<file path="config.mk">
export PLATFORM = sky130hd
export DESIGN_NAME = range_resolve_sort_merge_top
export DESIGN_NICKNAME = d
export VERILOG_FILES = /design/src/rtl/rrsm_pkg.sv /design/src/rtl/range_resolve_sort_merge_top.sv /design/src/rtl/rrsm_place.sv
export SDC_FILE = /design/constraint.sdc
export NUM_CORES = 2
export LEC_CHECK = 0
export BUFFER_PORTS_ARGS = -buffer_cell sky130_fd_sc_hd__buf_2
export CORE_MARGIN = 2
export CORE_UTILIZATION = 55
export CTS_CLUSTER_SIZE = 12
export DETAILED_ROUTE_END_ITERATION = 7
export PLACE_DENSITY = 0.71
export SYNTH_ARGS = -nofsm -noshare
export SYNTH_HDL_FRONTEND = slang
export SYNTH_SLANG_ARGS = --single-unit
</file>
<file path="constraint.sdc">
create_clock -name clk -period 13.3 [get_ports clk]
set_input_delay 2.66 -clock clk [delete_from_list [all_inputs] [get_ports clk]]
set_output_delay 2.66 -clock clk [all_outputs]
set_load 0.01 [all_outputs]
</file>
<file path="src/rtl/rrsm_pkg.sv">
`default_nettype none
package rrsm_pkg;

    // Width of the endpoint values on the input ports
    localparam int VAL_W = 32;

    // Endpoint kinds as coded on start_kind / end_kind
    localparam logic [1:0] KIND_INT  = 2'd0;
    localparam logic [1:0] KIND_FRAC = 2'd1;
    localparam logic [1:0] KIND_EDGE = 2'd2;

    // Result status codes
    localparam logic [1:0] ST_APPENDED = 2'd0;
    localparam logic [1:0] ST_REJECTED = 2'd1;
    localparam logic [1:0] ST_MERGED   = 2'd2;
    localparam logic [1:0] ST_EMPTY    = 2'd3;

    // Command codes
    localparam logic CMD_APPEND  = 1'b0;
    localparam logic CMD_RESOLVE = 1'b1;

    // Stored raw endpoint: integer position or fraction in 0..1.0
    typedef struct packed {
        logic                    frac;
        logic signed [VAL_W-1:0] value;
    } ep_t;

endpackage
`default_nettype wire

</file>
<file path="src/rtl/range_resolve_sort_merge_top.sv">
`default_nettype none
// Channel   | Handshake             | Ports
// ----------+-----------------------+-----------------------------------------------
// command   | start & !busy         | command, start_kind, start_value, end_kind,
//           |                       | end_value, seq_length
// result    | valid (one cycle)     | status, range_start, range_end, last
//
// An append answers in the cycle after acceptance; busy stays low.
// A resolve places the endpoints of each raw range in turn (S_RD, S_MS, S_CS,
// S_CE), then runs a selection pass over the M surviving ranges for each of them
// (one resolved-table read per cycle through the shared compare), then a merge.
// Reset restores the single default full range; no clearing pass is needed.
// Results cannot be stalled: each is shown for exactly one cycle.
module range_resolve_sort_merge_top
    import rrsm_pkg::*;
#(
    parameter int MAX_RANGES = 16,
    parameter int LEN_BITS   = 32,
    parameter int FRAC_BITS  = 16
)
(
    input  wire logic              clk,
    input  wire logic              rst_n,
    input  wire logic              start,
    output logic                   busy,
    input  wire logic              command,
    input  wire logic [1:0]        start_kind,
    input  wire logic signed [31:0] start_value,
    input  wire logic [1:0]        end_kind,
    input  wire logic signed [31:0] end_value,
    input  wire logic [31:0]       seq_length,
    output logic                   valid,
    output logic [1:0]             status,
    output logic [31:0]            range_start,
    output logic [31:0]            range_end,
    output logic                   last
);

    localparam int LW = (LEN_BITS < 32) ? LEN_BITS : 32;
    localparam int IW = $clog2(MAX_RANGES);
    localparam int CW = $clog2(MAX_RANGES + 1);
    localparam logic signed [VAL_W-1:0] ONE_FX = VAL_W'(1) <<< FRAC_BITS;
    localparam ep_t DEF_START = '{frac: 1'b0, value: VAL_W'(1)};
    localparam ep_t DEF_END   = '{frac: 1'b0, value: -VAL_W'(1)};

    typedef struct packed {
        logic ok;
        ep_t  ep;
    } dec_t;

    typedef enum logic [2:0] {
        S_IDLE, S_RD, S_MS, S_CS, S_CE, S_SCAN, S_MRG, S_FIN
    } state_t;

    function automatic dec_t decode(input logic [1:0] kind,
                                    input logic signed [VAL_W-1:0] raw,
                                    input logic signed [VAL_W-1:0] edge_v);
        dec_t d;
        d.ok       = 1'b0;
        d.ep.frac  = 1'b0;
        d.ep.value = raw;
        unique case (kind)
            KIND_EDGE:
            begin
                d.ok       = 1'b1;
                d.ep.value = edge_v;
            end
            KIND_INT:
            begin
                d.ok = (raw != 0);
            end
            KIND_FRAC:
            begin
                d.ep.frac = 1'b1;
                d.ok      = (raw >= -ONE_FX) && (raw <= ONE_FX);
                if (raw < 0)
                begin
                    d.ep.value = raw + ONE_FX;
                end
            end
            default:
            begin
                d.ok = 1'b0;
            end
        endcase
        return d;
    endfunction

    // Raw range table and resolved table (no reset: read only below the count)
    ep_t            raw_s_mem [MAX_RANGES];
    ep_t            raw_e_mem [MAX_RANGES];
    logic [LW-1:0]  res_s_mem [MAX_RANGES];
    logic [LW-1:0]  res_e_mem [MAX_RANGES];
    ep_t            raw_s_rd_reg, raw_e_rd_reg;
    logic [LW-1:0]  res_s_rd_reg, res_e_rd_reg;

    state_t             state_reg, state_next;
    logic [CW-1:0]      raw_count_reg, raw_count_next;
    logic               dflt_reg, dflt_next;
    logic [LW-1:0]      len_reg, len_next;
    logic [CW-1:0]      i_reg, i_next;
    logic [CW-1:0]      nres_reg, nres_next;
    logic [LW-1:0]      a_reg, a_next;
    logic [MAX_RANGES-1:0] used_reg, used_next;
    logic [CW-1:0]      sc_reg, sc_next;
    logic               ev_vld_reg, ev_vld_next;
    logic [IW-1:0]      ev_idx_reg, ev_idx_next;
    logic               bf_reg, bf_next;
    logic [IW-1:0]      bi_reg, bi_next;
    logic [LW-1:0]      bs_reg, bs_next, be_reg, be_next;
    logic               hc_reg, hc_next;
    logic [LW-1:0]      cs_reg, cs_next, ce_reg, ce_next;
    logic [CW-1:0]      pass_reg, pass_next;
    logic               valid_reg, valid_next;
    logic [1:0]         status_reg, status_next;
    logic [LW-1:0]      rs_reg, rs_next, re_reg, re_next;
    logic               last_reg, last_next;

    dec_t               ds, de;
    logic               app_ok;
    logic [CW-1:0]      eff_count;
    logic               raw_we;
    logic               res_we;
    ep_t                ep_in;
    logic [LW-1:0]      pos;
    logic [CW-1:0]      n_raw;

    // Append checks
    always_comb
    begin
        ds        = decode(start_kind, start_value, VAL_W'(1));
        de        = decode(end_kind, end_value, -VAL_W'(1));
        eff_count = dflt_reg ? '0 : raw_count_reg;
        app_ok    = (eff_count < CW'(MAX_RANGES)) && ds.ok && de.ok;
        if (ds.ep.frac && de.ep.frac && (ds.ep.value > de.ep.value))
        begin
            app_ok = 1'b0;
        end
        if (!ds.ep.frac && !de.ep.frac &&
            ((ds.ep.value < 0) == (de.ep.value < 0)) &&
            (ds.ep.value > de.ep.value))
        begin
            app_ok = 1'b0;
        end
        raw_we = (state_reg == S_IDLE) && start && (command == CMD_APPEND) && app_ok;
    end

    // Raw table
    always_ff @(posedge clk)
    begin
        if (raw_we)
        begin
            raw_s_mem[eff_count[IW-1:0]] <= ds.ep;
            raw_e_mem[eff_count[IW-1:0]] <= de.ep;
        end
        raw_s_rd_reg <= raw_s_mem[i_reg[IW-1:0]];
        raw_e_rd_reg <= raw_e_mem[i_reg[IW-1:0]];
    end

    // Shared placement unit
    assign ep_in = (state_reg == S_MS)
                 ? (dflt_reg ? DEF_START : raw_s_rd_reg)
                 : (dflt_reg ? DEF_END : raw_e_rd_reg);

    rrsm_place #(
        .LW        (LW),
        .FRAC_BITS (FRAC_BITS)
    ) u_place (
        .clk (clk),
        .ep  (ep_in),
        .len (len_reg),
        .pos (pos)
    );

    assign res_we = (state_reg == S_CE) && (pos >= a_reg);

    // Resolved table
    always_ff @(posedge clk)
    begin
        if (res_we)
        begin
            res_s_mem[nres_reg[IW-1:0]] <= a_reg;
            res_e_mem[nres_reg[IW-1:0]] <= pos;
        end
        res_s_rd_reg <= res_s_mem[sc_reg[IW-1:0]];
        res_e_rd_reg <= res_e_mem[sc_reg[IW-1:0]];
    end

    assign n_raw = dflt_reg ? CW'(1) : raw_count_reg;

    // Sequencer
    always_comb
    begin
        state_next     = state_reg;
        raw_count_next = raw_count_reg;
        dflt_next      = dflt_reg;
        len_next       = len_reg;
        i_next         = i_reg;
        nres_next      = nres_reg;
        a_next         = a_reg;
        used_next      = used_reg;
        sc_next        = sc_reg;
        ev_vld_next    = 1'b0;
        ev_idx_next    = ev_idx_reg;
        bf_next        = bf_reg;
        bi_next        = bi_reg;
        bs_next        = bs_reg;
        be_next        = be_reg;
        hc_next        = hc_reg;
        cs_next        = cs_reg;
        ce_next        = ce_reg;
        pass_next      = pass_reg;
        valid_next     = 1'b0;
        status_next    = status_reg;
        rs_next        = '0;
        re_next        = '0;
        last_next      = 1'b1;

        unique case (state_reg)
            S_IDLE:
            begin
                if (start)
                begin
                    if (command == CMD_APPEND)
                    begin
                        dflt_next      = 1'b0;
                        raw_count_next = eff_count + CW'(app_ok);
                        valid_next     = 1'b1;
                        status_next    = app_ok ? ST_APPENDED : ST_REJECTED;
                    end
                    // zero length or an empty raw table: nothing to resolve
                    else if ((seq_length[LW-1:0] == '0) || (n_raw == '0))
                    begin
                        valid_next  = 1'b1;
                        status_next = ST_EMPTY;
                    end
                    else
                    begin
                        len_next   = seq_length[LW-1:0];
                        i_next     = '0;
                        nres_next  = '0;
                        state_next = S_RD;
                    end
                end
            end
            S_RD:
            begin
                state_next = S_MS;
            end
            S_MS:
            begin
                state_next = S_CS;
            end
            S_CS:
            begin
                a_next     = pos;
                state_next = S_CE;
            end
            S_CE:
            begin
                nres_next = nres_reg + CW'(res_we);
                i_next    = i_reg + CW'(1);
                if (i_reg + CW'(1) == n_raw)
                begin
                    if (nres_next == '0)
                    begin
                        valid_next  = 1'b1;
                        status_next = ST_EMPTY;
                        state_next  = S_IDLE;
                    end
                    else
                    begin
                        used_next  = '0;
                        sc_next    = '0;
                        bf_next    = 1'b0;
                        hc_next    = 1'b0;
                        pass_next  = '0;
                        state_next = S_SCAN;
                    end
                end
                else
                begin
                    state_next = S_RD;
                end
            end
            S_SCAN:
            begin
                // issue one read per cycle
                if (sc_reg < nres_reg)
                begin
                    ev_vld_next = 1'b1;
                    ev_idx_next = sc_reg[IW-1:0];
                    sc_next     = sc_reg + CW'(1);
                end
                // compare the entry read last cycle against the best so far
                if (ev_vld_reg)
                begin
                    if (!used_reg[ev_idx_reg] && (!bf_reg || (res_s_rd_reg < bs_reg)))
                    begin
                        bf_next = 1'b1;
                        bi_next = ev_idx_reg;
                        bs_next = res_s_rd_reg;
                        be_next = res_e_rd_reg;
                    end
                    if (CW'(ev_idx_reg) == nres_reg - CW'(1))
                    begin
                        state_next = S_MRG;
                    end
                end
            end
            S_MRG:
            begin
                used_next[bi_reg] = 1'b1;
                if (!hc_reg)
                begin
                    hc_next = 1'b1;
                    cs_next = bs_reg;
                    ce_next = be_reg;
                end
                else if ((CW'(0) + {1'b0, ce_reg}) + (LW+1)'(1) < {1'b0, bs_reg})
                begin
                    valid_next  = 1'b1;
                    status_next = ST_MERGED;
                    rs_next     = cs_reg;
                    re_next     = ce_reg;
                    last_next   = 1'b0;
                    cs_next     = bs_reg;
                    ce_next     = be_reg;
                end
                else if (be_reg > ce_reg)
                begin
                    ce_next = be_reg;
                end
                pass_next = pass_reg + CW'(1);
                if (pass_reg + CW'(1) == nres_reg)
                begin
                    state_next = S_FIN;
                end
                else
                begin
                    sc_next    = '0;
                    bf_next    = 1'b0;
                    state_next = S_SCAN;
                end
            end
            S_FIN:
            begin
                valid_next  = 1'b1;
                status_next = ST_MERGED;
                rs_next     = cs_reg;
                re_next     = ce_reg;
                state_next  = S_IDLE;
            end
            default:
            begin
                state_next = S_IDLE;
            end
        endcase
    end

    // State and registered outputs
    always_ff @(posedge clk or negedge rst_n)
    begin
        if (!rst_n)
        begin
            state_reg     <= S_IDLE;
            raw_count_reg <= CW'(1);
            dflt_reg      <= 1'b1;
            valid_reg     <= 1'b0;
            ev_vld_reg    <= 1'b0;
            used_reg      <= '0;
            hc_reg        <= 1'b0;
            bf_reg        <= 1'b0;
            i_reg         <= '0;
            nres_reg      <= '0;
            sc_reg        <= '0;
            pass_reg      <= '0;
        end
        else
        begin
            state_reg     <= state_next;
            raw_count_reg <= raw_count_next;
            dflt_reg      <= dflt_next;
            valid_reg     <= valid_next;
            ev_vld_reg    <= ev_vld_next;
            used_reg      <= used_next;
            hc_reg        <= hc_next;
            bf_reg        <= bf_next;
            i_reg         <= i_next;
            nres_reg      <= nres_next;
            sc_reg        <= sc_next;
            pass_reg      <= pass_next;
        end
    end

    // Payload registers
    always_ff @(posedge clk)
    begin
        len_reg    <= len_next;
        a_reg      <= a_next;
        ev_idx_reg <= ev_idx_next;
        bi_reg     <= bi_next;
        bs_reg     <= bs_next;
        be_reg     <= be_next;
        cs_reg     <= cs_next;
        ce_reg     <= ce_next;
        status_reg <= status_next;
        rs_reg     <= rs_next;
        re_reg     <= re_next;
        last_reg   <= last_next;
    end

    assign busy        = (state_reg != S_IDLE);
    assign valid       = valid_reg;
    assign status      = status_reg;
    assign range_start = 32'(rs_reg);
    assign range_end   = 32'(re_reg);
    assign last        = last_reg;

    // An append answers in the next cycle with a single result
    a_append_answer: assert property (@(posedge clk) disable iff (!rst_n)
        (start && !busy && (command == CMD_APPEND)) |=> (valid && last))
        else $error("append did not answer in one cycle");

    // Merged ranges are never empty
    a_merged_order: assert property (@(posedge clk) disable iff (!rst_n)
        (valid && (status == ST_MERGED)) |-> (range_start <= range_end))
        else $error("merged range with start after end");

    // Resolved count never exceeds the table
    a_nres_bound: assert property (@(posedge clk) disable iff (!rst_n)
        nres_reg <= CW'(MAX_RANGES))
        else $error("resolved count overflow");

    // Only merged ranges may be followed by more results
    a_last_single: assert property (@(posedge clk) disable iff (!rst_n)
        (valid && (status != ST_MERGED)) |-> last)
        else $error("non-range result without last");

endmodule
`default_nettype wire

</file>
<file path="src/rtl/rrsm_place.sv">
`default_nettype none
// Endpoint placement unit: multiply register, then map and clamp to 1..len.
// Result is valid in the cycle after ep is presented (one register inside).
module rrsm_place
    import rrsm_pkg::*;
#(
    parameter int LW        = 32,
    parameter int FRAC_BITS = 16
)
(
    input  wire logic          clk,
    input  wire ep_t           ep,
    input  wire logic [LW-1:0] len,
    output logic      [LW-1:0] pos
);

    localparam int PW = LW + FRAC_BITS + 1;
    localparam int RW = VAL_W + 2;

    logic [PW-1:0]        prod_reg;
    ep_t                  ep_reg;
    logic signed [RW-1:0] r;
    logic signed [RW-1:0] len_s;

    // (len - 1) * fraction, registered
    always_ff @(posedge clk)
    begin
        prod_reg <= PW'(len - LW'(1)) * PW'(ep.value[FRAC_BITS:0]);
        ep_reg   <= ep;
    end

    // Map to a position, then clamp
    always_comb
    begin
        len_s = signed'(RW'(len));
        if (ep_reg.frac)
        begin
            r = signed'(RW'(prod_reg[PW-1:FRAC_BITS])) + RW'(1);
        end
        else if (ep_reg.value < 0)
        begin
            r = len_s + RW'(1) + RW'(signed'(ep_reg.value));
        end
        else
        begin
            r = RW'(signed'(ep_reg.value));
        end
        if (r < RW'(1))
        begin
            pos = LW'(1);
        end
        else if (r > len_s)
        begin
            pos = len;
        end
        else
        begin
            pos = r[LW-1:0];
        end
    end

endmodule
`default_nettype wire
</file>
==> flow_summary.json <==
{
  "warning_count_from_the_yosys_run": 0,
  "number_of_global_route_vias_before_repair": 70700,
  "num_io_pins": 173,
  "setup_repair_after_global_routing_missed_its_margin": "false",
  "timing_max_transition_violations_final": 0,
  "ctsResizeCount": 0,
  "clock-sinks": 2592,
  "grt_pass1_wl_mm": 459,
  "initial_core_util_pct": 55.4,
  "synthesized_area_fraction_occupied_by_ao_oa_aoi_and_oai_cells_pct": 3.21,
  "crit_path_end_kind": "flop",
  "fraction_of_synthesized_cell_area_in_xor_and_xnor_cells_pct": 1.52,
  "most-common-layout-cells": "sky130_fd_sc_hd__edfxtp_1 (2282), sky130_fd_sc_hd__inv_1 (716), sky130_fd_sc_hd__mux4_2 (655)",
  "synthFlopType": "sky130_fd_sc_hd__edfxtp_1",
  "critical-path-slowest-cell": "sky130_fd_sc_hd__nor3b_2",
  "clock_tree_skew_after_final_layout_ns": 0.0931,
  "cts-root-to-sink-buffers": 4,
  "worst-setup-path-type": "reg -> reg",
  "route.vias.total": 67600,
  "crit_top_cell": "sky130_fd_sc_hd__o21ai_0",
  "layout-area-overhead-vs-synth_pct": 11.6,
  "post_synth_mux_area_share_pct": 12.3,
  "fin_crit_ns": 12.25,
  "clkSlewWorstSetupHoldPaths_ns": 0.06,
  "rows": 172,
  "hold_buffers": 0,
  "run_status": "complete, no violations",
  "die_h_um": 475,
  "grt_max_degree": 145,
  "layout-drive-gt1-share_pct": 18.4,
  "core_area_um2": 220000,
  "cts_buffers": 287,
  "max_freq_mhz": 81.7,
  "worst_slew_slack_as_a_fraction_of_its_limit_pct": 8.75,
  "synth_edf_count": 2282,
  "post-route-period-util_pct": 92.1,
  "hpwl_mm": 191,
  "final_common_cell": "sky130_fd_sc_hd__edfxtp_1",
  "finalWeightedCongestion": 0.913,
  "post_synth_adder_cell_area_pct": 12.2,
  "required_time_of_the_worst_setup_path_ns": 14.09,
  "synth.cell_area_um2": 122000,
  "cp_slowest_stage_delay_ns": 0.84,
  "fp.dieArea_um2": 226000,
  "postSynthAreaPerCell_um2": 16.1,
  "timing_hold_violations_final": 0,
  "ys_ff_latch": 2592,
  "cp_data_arrival_time_ns": 13.04,
  "final-setup-viol-count": 0,
  "worst_setup_path_start_kind": "flop",
  "min-delay-path-class": "reg -> reg",
  "ant_nets": 0,
  "wire_per_inst_um": 27.8,
  "tightest_slew_ns": 1.36,
  "synth_seq_area_share_pct": 61.5,
  "worstSkewPairLatency_ns": 0.94,
  "fill_cells": 15700,
  "drtIter0Drc": 7164,
  "worstPathMaxFanout": 33,
  "cts_htree_levels": 5,
  "drv.max_cap_violation_count": 0,
  "synth_simple_gate_area_share_pct": 6.06,
  "tritoncts": "yes",
  "combinational_family_with_the_most_area_after_synthesis": "multiplexers",
  "first_pass_iters": 5,
  "via_per_inst": 6.13,
  "track_usage_pct": 27.7,
  "synthesis.nets": 8533,
  "asyncSetResetFlopFracSynth_pct": 1.89,
  "drt_drc_violations_left": 0,
  "setup_tns_ns": 0,
  "syn-instance-count": 7559,
  "portBuffers": 172,
  "finalWirelength_mm": 307,
  "yosys_cell_types": 84,
  "clock_tree.root_cell": "sky130_fd_sc_hd__clkbuf_16",
  "globalRouteOverflowTotal": 0,
  "die_width_um": 475,
  "design.final.nets": 8857,
  "grt_antenna_before_repair": 8,
  "post_cts.repair.setup_buffers": 0
}
final timing paths:
check	slack (ns)	end	cells past startpoint	from
max	1.05	sc_reg[0]$_DFFE_PN0P_	42	len_reg[2]$_DFFE_PP_
min	0.40	be_reg[5]$_DFFE_PP_	0	res_e_rd_reg[5]$_DFF_P_
max reg2reg	1.05	sc_reg[0]$_DFFE_PN0P_	42	len_reg[2]$_DFFE_PP_
min reg2reg	0.40	be_reg[5]$_DFFE_PP_	0	res_e_rd_reg[5]$_DFF_P_
max in group asynchronous	10.85	i_reg[0]$_DFFE_PN0P_	2	rst_n
min in group asynchronous	1.90	nres_reg[0]$_DFFE_PN0P_	2	rst_n
Yosys cell counts, drive strengths merged, types with 47 or more instances:
library cell  count  share of area (%)
edfxtp         2282                 56
inv             716                2.2
mux4            655                 12
nand2           639                2.0
fa              529                8.7
ha              341                3.5
nor2            289               0.89
dfxtp           261                4.3
clkbuf          258               0.79
a21oi           182               0.75
xnor2           160                1.1
and2            144               0.74
o21ai           143               0.59
nand3            82               0.34
nand4            81               0.42
a21o             69               0.42
buf              63               0.22
and3             53               0.27
xor2             51               0.37
nor3             49               0.20
dfrtp            47               0.96
worst max-delay path, delay by kind of cell, from the launching register on:
kind,cells,cell delay (ns)
simple gates,13,4.60
flops,1,0.55
xor+xnor,2,0.26
compound gates,19,4.56
buf+inv,1,0.13
mux,2,0.36
fa+ha+maj,5,1.61
cell families (layout without fill, tap and decap cells):
logic type	count (synthesis)	after routing
compound gates	615	615
xor+xnor	211	211
buf+inv	1043	1563
other cells	0	4
fa+ha+maj	870	870
mux	681	681
simple gates	1547	1547
flops	2592	2592
metal layers:
metal  vias to the layer above  routed length, um  track usage [%]
li1                      28700                  -                -
met1                     35300             121000             38.0
met2                      3001             149000             45.0
met3                       588              22800             4.00
met4                         6              13600             11.4
met5                         -                 34                0
layout make-up:
class / count / area [um^2] / share of cell area [%]
sequential: 2592 / 75000 / 55.1
multi-input combinational: 3924 / 43700 / 32.1
clock buffer: 430 / 8140 / 5.98
tap: 2958 / 3700 / 2.72
inverter: 722 / 2710 / 1.99
timing repair buffer: 356 / 2450 / 1.80
clock inverter: 55 / 385 / 0.283
antenna: 4 / 10.0 / 0.00735
through the flow:
step / cell area, um^2 / setup slack [ns] / hold WS (ns) / util (%) / instances
finish: 136000 / 1.05 / 0.404 / 61.9 / 11000
global route: 136000 / 0.352 / 0.406 / 61.9 / 11000
CTS: 136000 / 1.21 / 0.404 / 61.9 / 11000
detailed placement: 128000 / 1.29 / 0.391 / 58.0 / 10600
global placement: 128000 / 1.57 / 0.391 / 58.0 / 10600
floorplan: 122000 / 0.124 / 0.386 / - / 7559
Power is left out: the tool's default activity adds up to more than one toggle a clock period on the data nets, which glitch-free logic cannot reach.
